[config.mk]
export PLATFORM = sky130hd
export DESIGN_NAME = pair_sum_detector_top_flat
export DESIGN_NICKNAME = d
export VERILOG_FILES = /design/src/sv/psd_pkg.sv /design/src/sv/psd_in_if.sv /design/src/sv/psd_out_if.sv /design/src/sv/psd_ram.sv /design/src/sv/pair_sum_detector_top.sv /design/src/flat_wrapper.sv
export SDC_FILE = /design/constraint.sdc
export NUM_CORES = 2
export LEC_CHECK = 0
export ABC_CLOCK_PERIOD_IN_PS = 7650
export BUFFER_PORTS_ARGS = -buffer_cell sky130_fd_sc_hd__buf_2
export CORE_AREA = 5 5 501 503
export CTS_CLUSTER_DIAMETER = 50
export CTS_CLUSTER_SIZE = 16
export DETAILED_ROUTE_END_ITERATION = 10
export DIE_AREA = 0 0 506 508
export HOLD_SLACK_MARGIN = 0.03
export SLEW_MARGIN = 30
export SYNTH_ARGS = -nofsm -noshare
export SYNTH_HDL_FRONTEND = slang
export SYNTH_HIERARCHICAL = 1
export SYNTH_SLANG_ARGS = --single-unit
[constraint.sdc]
create_clock -name clk -period 7.65 [get_ports clk]
set_input_delay 2.295 -clock clk [delete_from_list [all_inputs] [get_ports clk]]
set_output_delay 2.295 -clock clk [all_outputs]
set_load 0.01 [all_outputs]
[src/sv/psd_pkg.sv]
// Package for the pair sum detector: field widths, register map, microcode
// step and condition codes, control word and the microcode ROM.
// No dependencies.
package psd_pkg;

  localparam int VALUE_W       = 32;
  localparam int SUM_W         = 33;
  localparam int MAX_ITEMS_DEF = 64;

  // APB register map: one 33-bit register, so 64-bit data and 8-byte slots
  localparam int APB_DW = 64;
  localparam int APB_AW = 3;
  localparam logic [APB_AW-1:0] REG_TARGET_SUM = 3'd0;

  // microcode addresses
  typedef enum logic [2:0] {
    S_LOAD,
    S_OUTER,
    S_LATCH,
    S_SCAN,
    S_NEXT,
    S_EMIT
  } step_t;

  // jump conditions
  typedef enum logic [2:0] {
    C_ALWAYS,
    C_IN_LAST,
    C_NO_PAIR,
    C_INNER_END,
    C_OUT_FREE
  } cond_t;

  typedef struct packed {
    logic  in_rdy;     // take an input word
    logic  rd_outer;   // read port addressed by outer index
    logic  rd_inner;   // read port addressed by inner index, inner advances unless it equals count
    logic  set_inner;  // inner <= outer + 1
    logic  lat_a;      // latch read data as first operand
    logic  cmp;        // compare first operand + read data with target
    logic  inc_outer;  // outer advances
    logic  emit;       // load result register and clear list (when cond true)
    cond_t cond;
    step_t tgt_true;
    step_t tgt_false;
  } ctrl_t;

  function automatic ctrl_t ucode(step_t s);
    ctrl_t w;
    w = '0;
    w.cond      = C_ALWAYS;
    w.tgt_true  = S_LOAD;
    w.tgt_false = S_LOAD;
    unique case (s)
      S_LOAD: begin
        w.in_rdy    = 1'b1;
        w.cond      = C_IN_LAST;
        w.tgt_true  = S_OUTER;
        w.tgt_false = S_LOAD;
      end
      S_OUTER: begin
        w.rd_outer  = 1'b1;
        w.set_inner = 1'b1;
        w.cond      = C_NO_PAIR;
        w.tgt_true  = S_EMIT;
        w.tgt_false = S_LATCH;
      end
      S_LATCH: begin
        w.lat_a     = 1'b1;
        w.rd_inner  = 1'b1;
        w.cond      = C_INNER_END;
        w.tgt_true  = S_NEXT;
        w.tgt_false = S_SCAN;
      end
      S_SCAN: begin
        w.cmp       = 1'b1;
        w.rd_inner  = 1'b1;
        w.cond      = C_INNER_END;
        w.tgt_true  = S_NEXT;
        w.tgt_false = S_SCAN;
      end
      S_NEXT: begin
        w.inc_outer = 1'b1;
        w.cond      = C_ALWAYS;
        w.tgt_true  = S_OUTER;
        w.tgt_false = S_OUTER;
      end
      S_EMIT: begin
        w.emit      = 1'b1;
        w.cond      = C_OUT_FREE;
        w.tgt_true  = S_LOAD;
        w.tgt_false = S_EMIT;
      end
      default: begin
        w.cond      = C_ALWAYS;
        w.tgt_true  = S_LOAD;
        w.tgt_false = S_LOAD;
      end
    endcase
    return w;
  endfunction

endpackage

[src/sv/psd_in_if.sv]
// Input channel of the pair sum detector: valid/ready plus one list word.
// Depends on psd_pkg.
interface psd_in_if import psd_pkg::*; ();
  logic               valid;
  logic               ready;
  logic [VALUE_W-1:0] value;
  logic               last;

  modport source (output valid, output value, output last, input ready);
  modport sink   (input valid, input value, input last, output ready);
endinterface

[src/sv/psd_out_if.sv]
// Result channel of the pair sum detector: valid/ready plus result flags.
// Depends on psd_pkg.
interface psd_out_if import psd_pkg::*; ();
  logic valid;
  logic ready;
  logic found;
  logic overflowed;

  modport source (output valid, output found, output overflowed, input ready);
  modport sink   (input valid, input found, input overflowed, output ready);
endinterface

[src/sv/psd_ram.sv]
// Generic single-write, single-read RAM with registered read data.
// No dependencies.
module psd_ram #(
  parameter int WIDTH = 32,
  parameter int DEPTH = 64
) (
  input  logic                     clk,
  input  logic                     we,
  input  logic [$clog2(DEPTH)-1:0] waddr,
  input  logic [WIDTH-1:0]         wdata,
  input  logic [$clog2(DEPTH)-1:0] raddr,
  output logic [WIDTH-1:0]         rdata
);

  logic [WIDTH-1:0] mem [DEPTH];

  always_ff @(posedge clk) begin
    if (we) begin
      mem[waddr] <= wdata;
    end
    rdata <= mem[raddr];
  end

endmodule

[src/sv/pair_sum_detector_top.sv]
// Pair sum detector top level: microcoded sequencer over a list store.
// Depends on psd_pkg, psd_in_if, psd_out_if and psd_ram.
//
//  channel  | dir | handshake      | word
//  ---------+-----+----------------+---------------------------------
//  item     | in  | valid/ready    | value[31:0] signed, last
//  result   | out | valid/ready    | found, overflowed
//  apb      | in  | psel/penable   | target_sum at byte address 0
//
// Loading takes one word per cycle. After the last word the search walks
// the store through the single RAM read port, one pair per cycle, then
// loads the result register. rst clears the sequencer, counters and the
// result valid flag; store contents and result flags are not cleared. A
// pending result waits in its register while the next list loads; the
// sequencer holds in its emit step only if that register is still full.
module pair_sum_detector_top import psd_pkg::*; #(
  parameter int MAX_ITEMS = MAX_ITEMS_DEF
) (
  input  logic              clk,
  input  logic              rst,
  psd_in_if.sink            item,
  psd_out_if.source         result,
  input  logic              psel,
  input  logic              penable,
  input  logic              pwrite,
  input  logic [APB_AW-1:0] paddr,
  input  logic [APB_DW-1:0] pwdata,
  output logic [APB_DW-1:0] prdata,
  output logic              pready
);

  localparam int IDX_W = $clog2(MAX_ITEMS);
  localparam int CNT_W = $clog2(MAX_ITEMS + 1);

  step_t              step;
  ctrl_t              ctrl;
  logic               cond_ok;

  logic [CNT_W-1:0]   count;
  logic [CNT_W-1:0]   outer;
  logic [CNT_W-1:0]   inner;
  logic [CNT_W-1:0]   outer_inc;
  logic               dropped;
  logic               pair_found;
  logic [VALUE_W-1:0] opa;
  logic [SUM_W-1:0]   target_sum;
  logic [SUM_W-1:0]   pair_sum;
  logic               hit;

  logic               res_valid;
  logic               res_found;
  logic               res_over;

  logic               accept;
  logic               store_we;
  logic [IDX_W-1:0]   raddr;
  logic [VALUE_W-1:0] rdata;

  // configuration
  assign pready = 1'b1;
  assign prdata = (paddr == REG_TARGET_SUM)
                ? {{(APB_DW-SUM_W){target_sum[SUM_W-1]}}, target_sum}
                : '0;

  always_ff @(posedge clk) begin
    if (rst) begin
      target_sum <= '0;
    end else if (psel && penable && pwrite && paddr == REG_TARGET_SUM) begin
      target_sum <= pwdata[SUM_W-1:0];
    end
  end

  // sequencer
  assign ctrl      = ucode(step);
  assign outer_inc = outer + CNT_W'(1);
  assign accept    = ctrl.in_rdy && item.valid;
  assign store_we  = accept && (count < CNT_W'(MAX_ITEMS));

  always_comb begin
    unique case (ctrl.cond)
      C_ALWAYS:    cond_ok = 1'b1;
      C_IN_LAST:   cond_ok = item.valid && item.last;
      C_NO_PAIR:   cond_ok = outer_inc >= count;
      C_INNER_END: cond_ok = inner == count;
      C_OUT_FREE:  cond_ok = !res_valid || result.ready;
      default:     cond_ok = 1'b1;
    endcase
  end

  assign item.ready = ctrl.in_rdy;

  // datapath
  assign raddr    = ctrl.rd_outer ? outer[IDX_W-1:0] : inner[IDX_W-1:0];
  assign pair_sum = {opa[VALUE_W-1], opa} + {rdata[VALUE_W-1], rdata};
  assign hit      = pair_sum == target_sum;

  psd_ram #(
    .WIDTH (VALUE_W),
    .DEPTH (MAX_ITEMS)
  ) u_store (
    .clk   (clk),
    .we    (store_we),
    .waddr (count[IDX_W-1:0]),
    .wdata (item.value),
    .raddr (raddr),
    .rdata (rdata)
  );

  always_ff @(posedge clk) begin
    if (rst) begin
      step       <= S_LOAD;
      count      <= '0;
      outer      <= '0;
      inner      <= '0;
      dropped    <= 1'b0;
      pair_found <= 1'b0;
      res_valid  <= 1'b0;
    end else begin
      step <= cond_ok ? ctrl.tgt_true : ctrl.tgt_false;

      if (accept) begin
        if (store_we) begin
          count <= count + CNT_W'(1);
        end else begin
          dropped <= 1'b1;
        end
      end

      if (ctrl.set_inner) begin
        inner <= outer_inc;
      end else if (ctrl.rd_inner && !cond_ok) begin
        inner <= inner + CNT_W'(1);
      end
      if (ctrl.inc_outer) begin
        outer <= outer_inc;
      end
      if (ctrl.cmp && hit) begin
        pair_found <= 1'b1;
      end

      if (ctrl.emit && cond_ok) begin
        res_valid  <= 1'b1;
        count      <= '0;
        outer      <= '0;
        inner      <= '0;
        dropped    <= 1'b0;
        pair_found <= 1'b0;
      end else if (result.ready) begin
        res_valid <= 1'b0;
      end
    end
  end

  // payload registers
  always_ff @(posedge clk) begin
    if (ctrl.lat_a) begin
      opa <= rdata;
    end
    if (ctrl.emit && cond_ok) begin
      res_found <= pair_found;
      res_over  <= dropped;
    end
  end

  assign result.valid      = res_valid;
  assign result.found      = res_found;
  assign result.overflowed = res_over;

  // checks
  a_count_cap: assert property (@(posedge clk) disable iff (rst)
    count <= CNT_W'(MAX_ITEMS))
    else $error("stored count beyond store capacity");

  a_scan_range: assert property (@(posedge clk) disable iff (rst)
    step == S_SCAN |-> (inner <= count) && (outer < count))
    else $error("scan indices outside the stored list");

  a_last_starts_search: assert property (@(posedge clk) disable iff (rst)
    item.valid && item.ready && item.last |=> step == S_OUTER)
    else $error("closing word did not start the search");

  a_result_from_emit: assert property (@(posedge clk) disable iff (rst)
    $rose(result.valid) |-> $past(step == S_EMIT))
    else $error("result raised outside the emit step");

endmodule
[src/flat_wrapper.sv]
// flat-port wrapper written by rule: the top's interface ports become plain ports
module pair_sum_detector_top_flat import psd_pkg::*;
#(
  parameter int MAX_ITEMS = MAX_ITEMS_DEF
)
  (clk, rst, psel, penable, pwrite, paddr, pwdata, prdata, pready, item_valid, item_value, item_last, item_ready, result_valid, result_found, result_overflowed, result_ready);
  psd_in_if item_i ();
  psd_out_if result_i ();
  input  logic clk;
  input  logic rst;
  input  logic psel;
  input  logic penable;
  input  logic pwrite;
  input  logic [APB_AW-1:0] paddr;
  input  logic [APB_DW-1:0] pwdata;
  output logic [APB_DW-1:0] prdata;
  output logic pready;
  input wire logic [$bits(item_i.valid)-1:0] item_valid;
  input wire logic [$bits(item_i.value)-1:0] item_value;
  input wire logic [$bits(item_i.last)-1:0] item_last;
  output wire logic [$bits(item_i.ready)-1:0] item_ready;
  output wire logic [$bits(result_i.valid)-1:0] result_valid;
  output wire logic [$bits(result_i.found)-1:0] result_found;
  output wire logic [$bits(result_i.overflowed)-1:0] result_overflowed;
  input wire logic [$bits(result_i.ready)-1:0] result_ready;
  assign item_i.valid = item_valid;
  assign item_i.value = item_value;
  assign item_i.last = item_last;
  assign item_ready = item_i.ready;
  assign result_valid = result_i.valid;
  assign result_found = result_i.found;
  assign result_overflowed = result_i.overflowed;
  assign result_i.ready = result_ready;
  pair_sum_detector_top #(.MAX_ITEMS(MAX_ITEMS)) u_core (.clk(clk), .rst(rst), .item(item_i), .result(result_i), .psel(psel), .penable(penable), .pwrite(pwrite), .paddr(paddr), .pwdata(pwdata), .prdata(prdata), .pready(pready));
endmodule
# Yosys cells after proc, flatten, opt, wreduce, memory -nomap -nowiden
# Memory sizes are Yosys's and may differ from the RTL's. A register that Yosys moved wholly into a read port is not among the register bits.
# Index checks and enable logic that the tools add are counted.
# word_totals
mem_count	1
register_bits	94
output_inout_bits	69
mem_bits_rw	2048
# memory_table
memory	depth	width	rd	rd_ports_with_merged_regs	wr	line	rtl
u_core.u_store.mem	64	32	1	1	1	psd_ram.sv:15	logic [WIDTH-1:0] mem [DEPTH];
# op_classes
order_cmp	2
addsub	4
n_eq_ne	11
n_reduce_logical	20
mux	18
n_bitwise	1
# op_table
op	n
64-bit two-way mux	1
9-bit case mux with 5 select lines	1
32-bit by 32-bit adder with 33-bit output	1
33-bit equality test	1
7-bit by 1-bit adder with 7-bit output, second input constant	3
7-bit two-way mux	2
3-bit by 2-bit equality test with 1-bit output, second input constant	4
1-bit two-way mux	11
3-bit equality test, second input constant	3
1-bit logical AND	9
7-bit equality test	1
7-bit greater-or-equal comparator	1
7-bit < comparator, second input constant	1
3-bit by 1-bit equality test with 1-bit output, second input constant	2
3-bit logical NOT	2
6-bit two-way mux	1
1-bit case mux with 4 select lines	1
2-bit AND reduction	2
2-bit nonzero test	2
2-bit OR reduction	2
3-bit two-way mux	1
1-bit logical NOT	2
1-bit logical OR	1
1-bit inverter	1

# Depth between registers and ports, before layout
# depth
ltp_word	9
ltp_mapped	16
mapped_depth_nobuf	11

# By module
# Netlist, hierarchy kept.
# by_module_without_submodules
module	cells_each	seq_area_each_um2	n_inst	area_each_um2
psd_ram	3324	62139.6	1	78515.3
pair_sum_detector_top	834	2222.1	1	6906.6

# Worst setup path after synthesis
# No wires, ideal clock.
# synth_path
path_type	in2out
startpoint	in paddr[1]
endpoint	out prdata[33]
t_arrival_ps	3704
setup_slack_ps	1651
stages	3
path_cell_list	nor3_1 and2_1 buf_4
# synth_between
elab_chain_cells	2
# synth_lines
element	line	rtl
start, declared	flat_wrapper.sv:14	input logic [APB_AW-1:0] paddr;
3-bit logical NOT	pair_sum_detector_top.sv:61	assign prdata = (paddr == REG_TARGET_SUM)
64-bit two-way mux	pair_sum_detector_top.sv:62	? {{(APB_DW-SUM_W){target_sum[SUM_W-1]}}, target_sum}
end, declared	flat_wrapper.sv:16	output logic [APB_DW-1:0] prdata;
# No other way between the ends.

# Worst setup path in the final report
# layout_path
startpoint	in paddr[1]
endpoint	out prdata[35]
# The elaborated chain is that of the path after synthesis.

==> key figures <==
Timing
  – Final Cycle Share: 0.753
  – WHS: 0.440 ns
  – Tmin final: 5.76 ns
  – Fin Setup TNS: 0 ns
  – Setup Viol. Count Final: 0
  – Slew Limit Fails: 0
  – Hold Vio Cnt, Final: 0
  – Worst Max-Slew Pin Slew: 1.02 ns
  – Clock Skew: 0.0298 ns
  – Worst slew margin: 0.317
  – RSZ-0062 raised after global routing: false
  – FMAX: 0.174 GHz

Floorplan
  – Initial core utilization: 0.348
  – Core area: 245000 um^2
  – Die Ht: 508 um
  – Top-level port count: 176
  – Rows: 182
  – Die X: 506 um
  – Die ar.: 257000 um^2

Critical path
  – WP data arrival: 3.46 ns
  – Reg2Reg Depth: 9
  – FF-to-FF End: u_core/u_store/rdata[24]
  – FF-to-FF Start: u_core/step[2]
  – CP endpoint: prdata[35]
  – Critical Path RT: 5.36 ns
  – Crit end category: output port
  – Critical Path Fanout Max: 32
  – Setup crit start: paddr[1]
  – Critical path class: input pin to output port
  – Critical Path Start Type: input pin
  – Reg2reg setup slack: 2.61 ns

Clocking
  – Post-CTS Hold Buffers: 0
  – Clock transition at path regs: 0.06 ns
  – Max Buffers Root-to-Sink: 3
  – Root Driver: clkbuf_16
  – Sink Count: 2174
  – CTS tree: built
  – PostCTS Resize Cnt: 0
  – Post-CTS setup buffer count: 0
  – CTS buffer count: 174
  – Clk_lat worst skew: 0.82 ns
  – Max H-tree Level: 4

Worst hold path
  – Hold crit path type: register to register

Finish
  – Layout cells sized above 1: 0.265
  – Design area: 96400 um^2
  – Commonest non-fill, non-tap cells in the layout: 2082 x edfxtp_1, 544 x mux4_2, 179 x clkbuf_16
  – Register Area: 64400 um^2
  – Commonest non-fill, non-tap cell in the layout: edfxtp_1
  – Fillers: 21715
  – Final #Nets: 4524
  – Area of the multi-input gates: 20300 um^2
  – Layout Cells excl Fill: 7691
  – Synth-to-Final Area Change: 12.8%

Power and ir drop
  – Power density over cell area: 335 nW/um^2
  – Leakage power: 0.0291 uW
  – Total Power: 32300 uW
  – VDD IR-drop max: 0.000401 V

Placement
  – Placer Congestion: 0.850
  – DP Area: 90800 um^2
  – I/O Buffers: 143
  – Placed Cells: 7416
  – Hpwl dp: 125 mm

Synth
  – Synth warn: 6
  – Post-synth EDFFs: 2082
  – Sequential element share of the synthesized area: 0.753
  – Async S/R FF share, synth: 0
  – Syn Std Cell Area: 85400 um^2
  – Syn Inst Count: 4158
  – Number of synthesized register bits: 2174
  – Top FF cell, synth: edfxtp_1
  – Mean Syn Cell Area: 20.5 um^2
  – Syn nets: 4308
  – Synth cell types: 81

Outcome
  – Status: complete, no violations

Detailed routing
  – 1st-iter DRT viols: 5219
  – Final ANT Viol Nets: 0
  – Vias per cell: 5.50
  – Drt total wl: 218 mm
  – Remaining DRCs: 0
  – WL per Instance: 28.3 um
  – Drt first pass iters: 5
  – Via count: 42285

GRT
  – First-pass GRT wire length: 311 mm
  – Grt ovf: 0
  – Initial antenna violation count: 18
  – Largest net degree at the start of global routing: 117
  – Vias in the first global route: 42262
  – Global Route Usage Sum: 0.166

Flow run
  – Max cap viols: 0
registers in the layout, indices dropped and copies added (netlist names):
| register | count |
|---|---|
| u_core/u_store/mem | 2048 |
| u_core/result.overflowed | 1 |
| u_core/pair_found | 1 |
| u_core/target_sum | 33 |
| u_core/result.valid | 1 |
| u_core/outer | 7 |
| u_core/dropped | 1 |
| u_core/step | 3 |
| u_core/result.found | 1 |
| u_core/count | 7 |
| u_core/inner | 7 |
| u_core/opa | 32 |
| u_core/u_store/rdata | 32 |
worst min-delay path by stage:
| stage | start | to | slack (ns) | depth (start not counted) |
|---|---|---|---|---|
| after floorplan | u_core/pair_found | u_core/result.found | 0.41 | 0 |
| after detailed placement | u_core/dropped | u_core/result.overflowed | 0.43 | 0 |
| after global routing | u_core/u_store/rdata[26] | u_core/opa[26] | 0.45 | 0 |
| after global placement | u_core/dropped | u_core/result.overflowed | 0.42 | 0 |
| final | u_core/dropped | u_core/result.overflowed | 0.44 | 0 |
| after CTS | u_core/dropped | u_core/result.overflowed | 0.44 | 0 |
cell type report:
cell class                      instances  share of cell area
Multi-Input combinational cell       1716               0.210
Sequential cell                      2174               0.668
Tap cell                             3220              0.0418
Inverter                               14            0.000545
Clock buffer                          197              0.0472
Clock inverter                         72             0.00929
Antenna cell                            4            0.000104
Timing Repair Buffer                  294              0.0230
per-stage QoR:
step	utilization	setup slack, ns
after detailed placement	0.370	1.86
after CTS	0.392	1.86
after global placement	0.369	1.86
final	0.393	1.89
after global routing	0.393	1.71
after floorplan	-	1.65
critical path, cell delays in order:
cell and delay [ns]:
buf_2 0.10, nor3_2 0.19, and2_1 0.61, buf_2 0.25
kinds of logic after synthesis:
kind of cell    share of synthesized area
simple gates                       0.0304
flops                               0.753
mux                                 0.155
buf+inv                            0.0160
fa+ha+maj                         0.00639
compound gates                     0.0320
other cells                     0.0000439
xor+xnor                          0.00697
metal layers:
metal	routed length (um)	global-route usage
met1	90900	0.231
met2	103000	0.267
met3	17700	0.0360
met4	5670	0.0435
met5	14	0
cell usage after synthesis, types with 11 or more instances:
library cell / number / share of area
a211oi_1: 14 / 0.0012
a21o_1: 11 / 0.00097
a21oi_1: 134 / 0.0079
a22oi_1: 12 / 0.0011
a311oi_1: 11 / 0.0011
and2_1: 37 / 0.0027
buf_1: 22 / 0.00097
buf_2: 70 / 0.0041
buf_4: 60 / 0.0053
clkbuf_1: 96 / 0.0042
dfxtp_1: 92 / 0.022
edfxtp_1: 2082 / 0.73
ha_1: 42 / 0.0062
inv_1: 14 / 0.00062
mux2i_1: 96 / 0.011
mux4_2: 544 / 0.14
nand2_1: 158 / 0.0069
nand2b_1: 15 / 0.0011
nand3_1: 32 / 0.0019
nand4_1: 23 / 0.0017
nor2_1: 192 / 0.0084
nor2b_1: 19 / 0.0014
nor3_1: 18 / 0.0011
o21a_1: 14 / 0.0012
o21ai_0: 16 / 0.00094
o221ai_1: 30 / 0.0031
o22ai_1: 89 / 0.0065
xnor2_1: 37 / 0.0038
xor2_1: 31 / 0.0032
report_power, final:
group          switching (uW)  internal, uW  leakage, uW
Sequential                152         13300       0.0195
Clock                    4200          4700      0.00264
Combinational            5970          3980      0.00699
Total                   10300         22000       0.0291
Power figures use the tool's default switching activity.
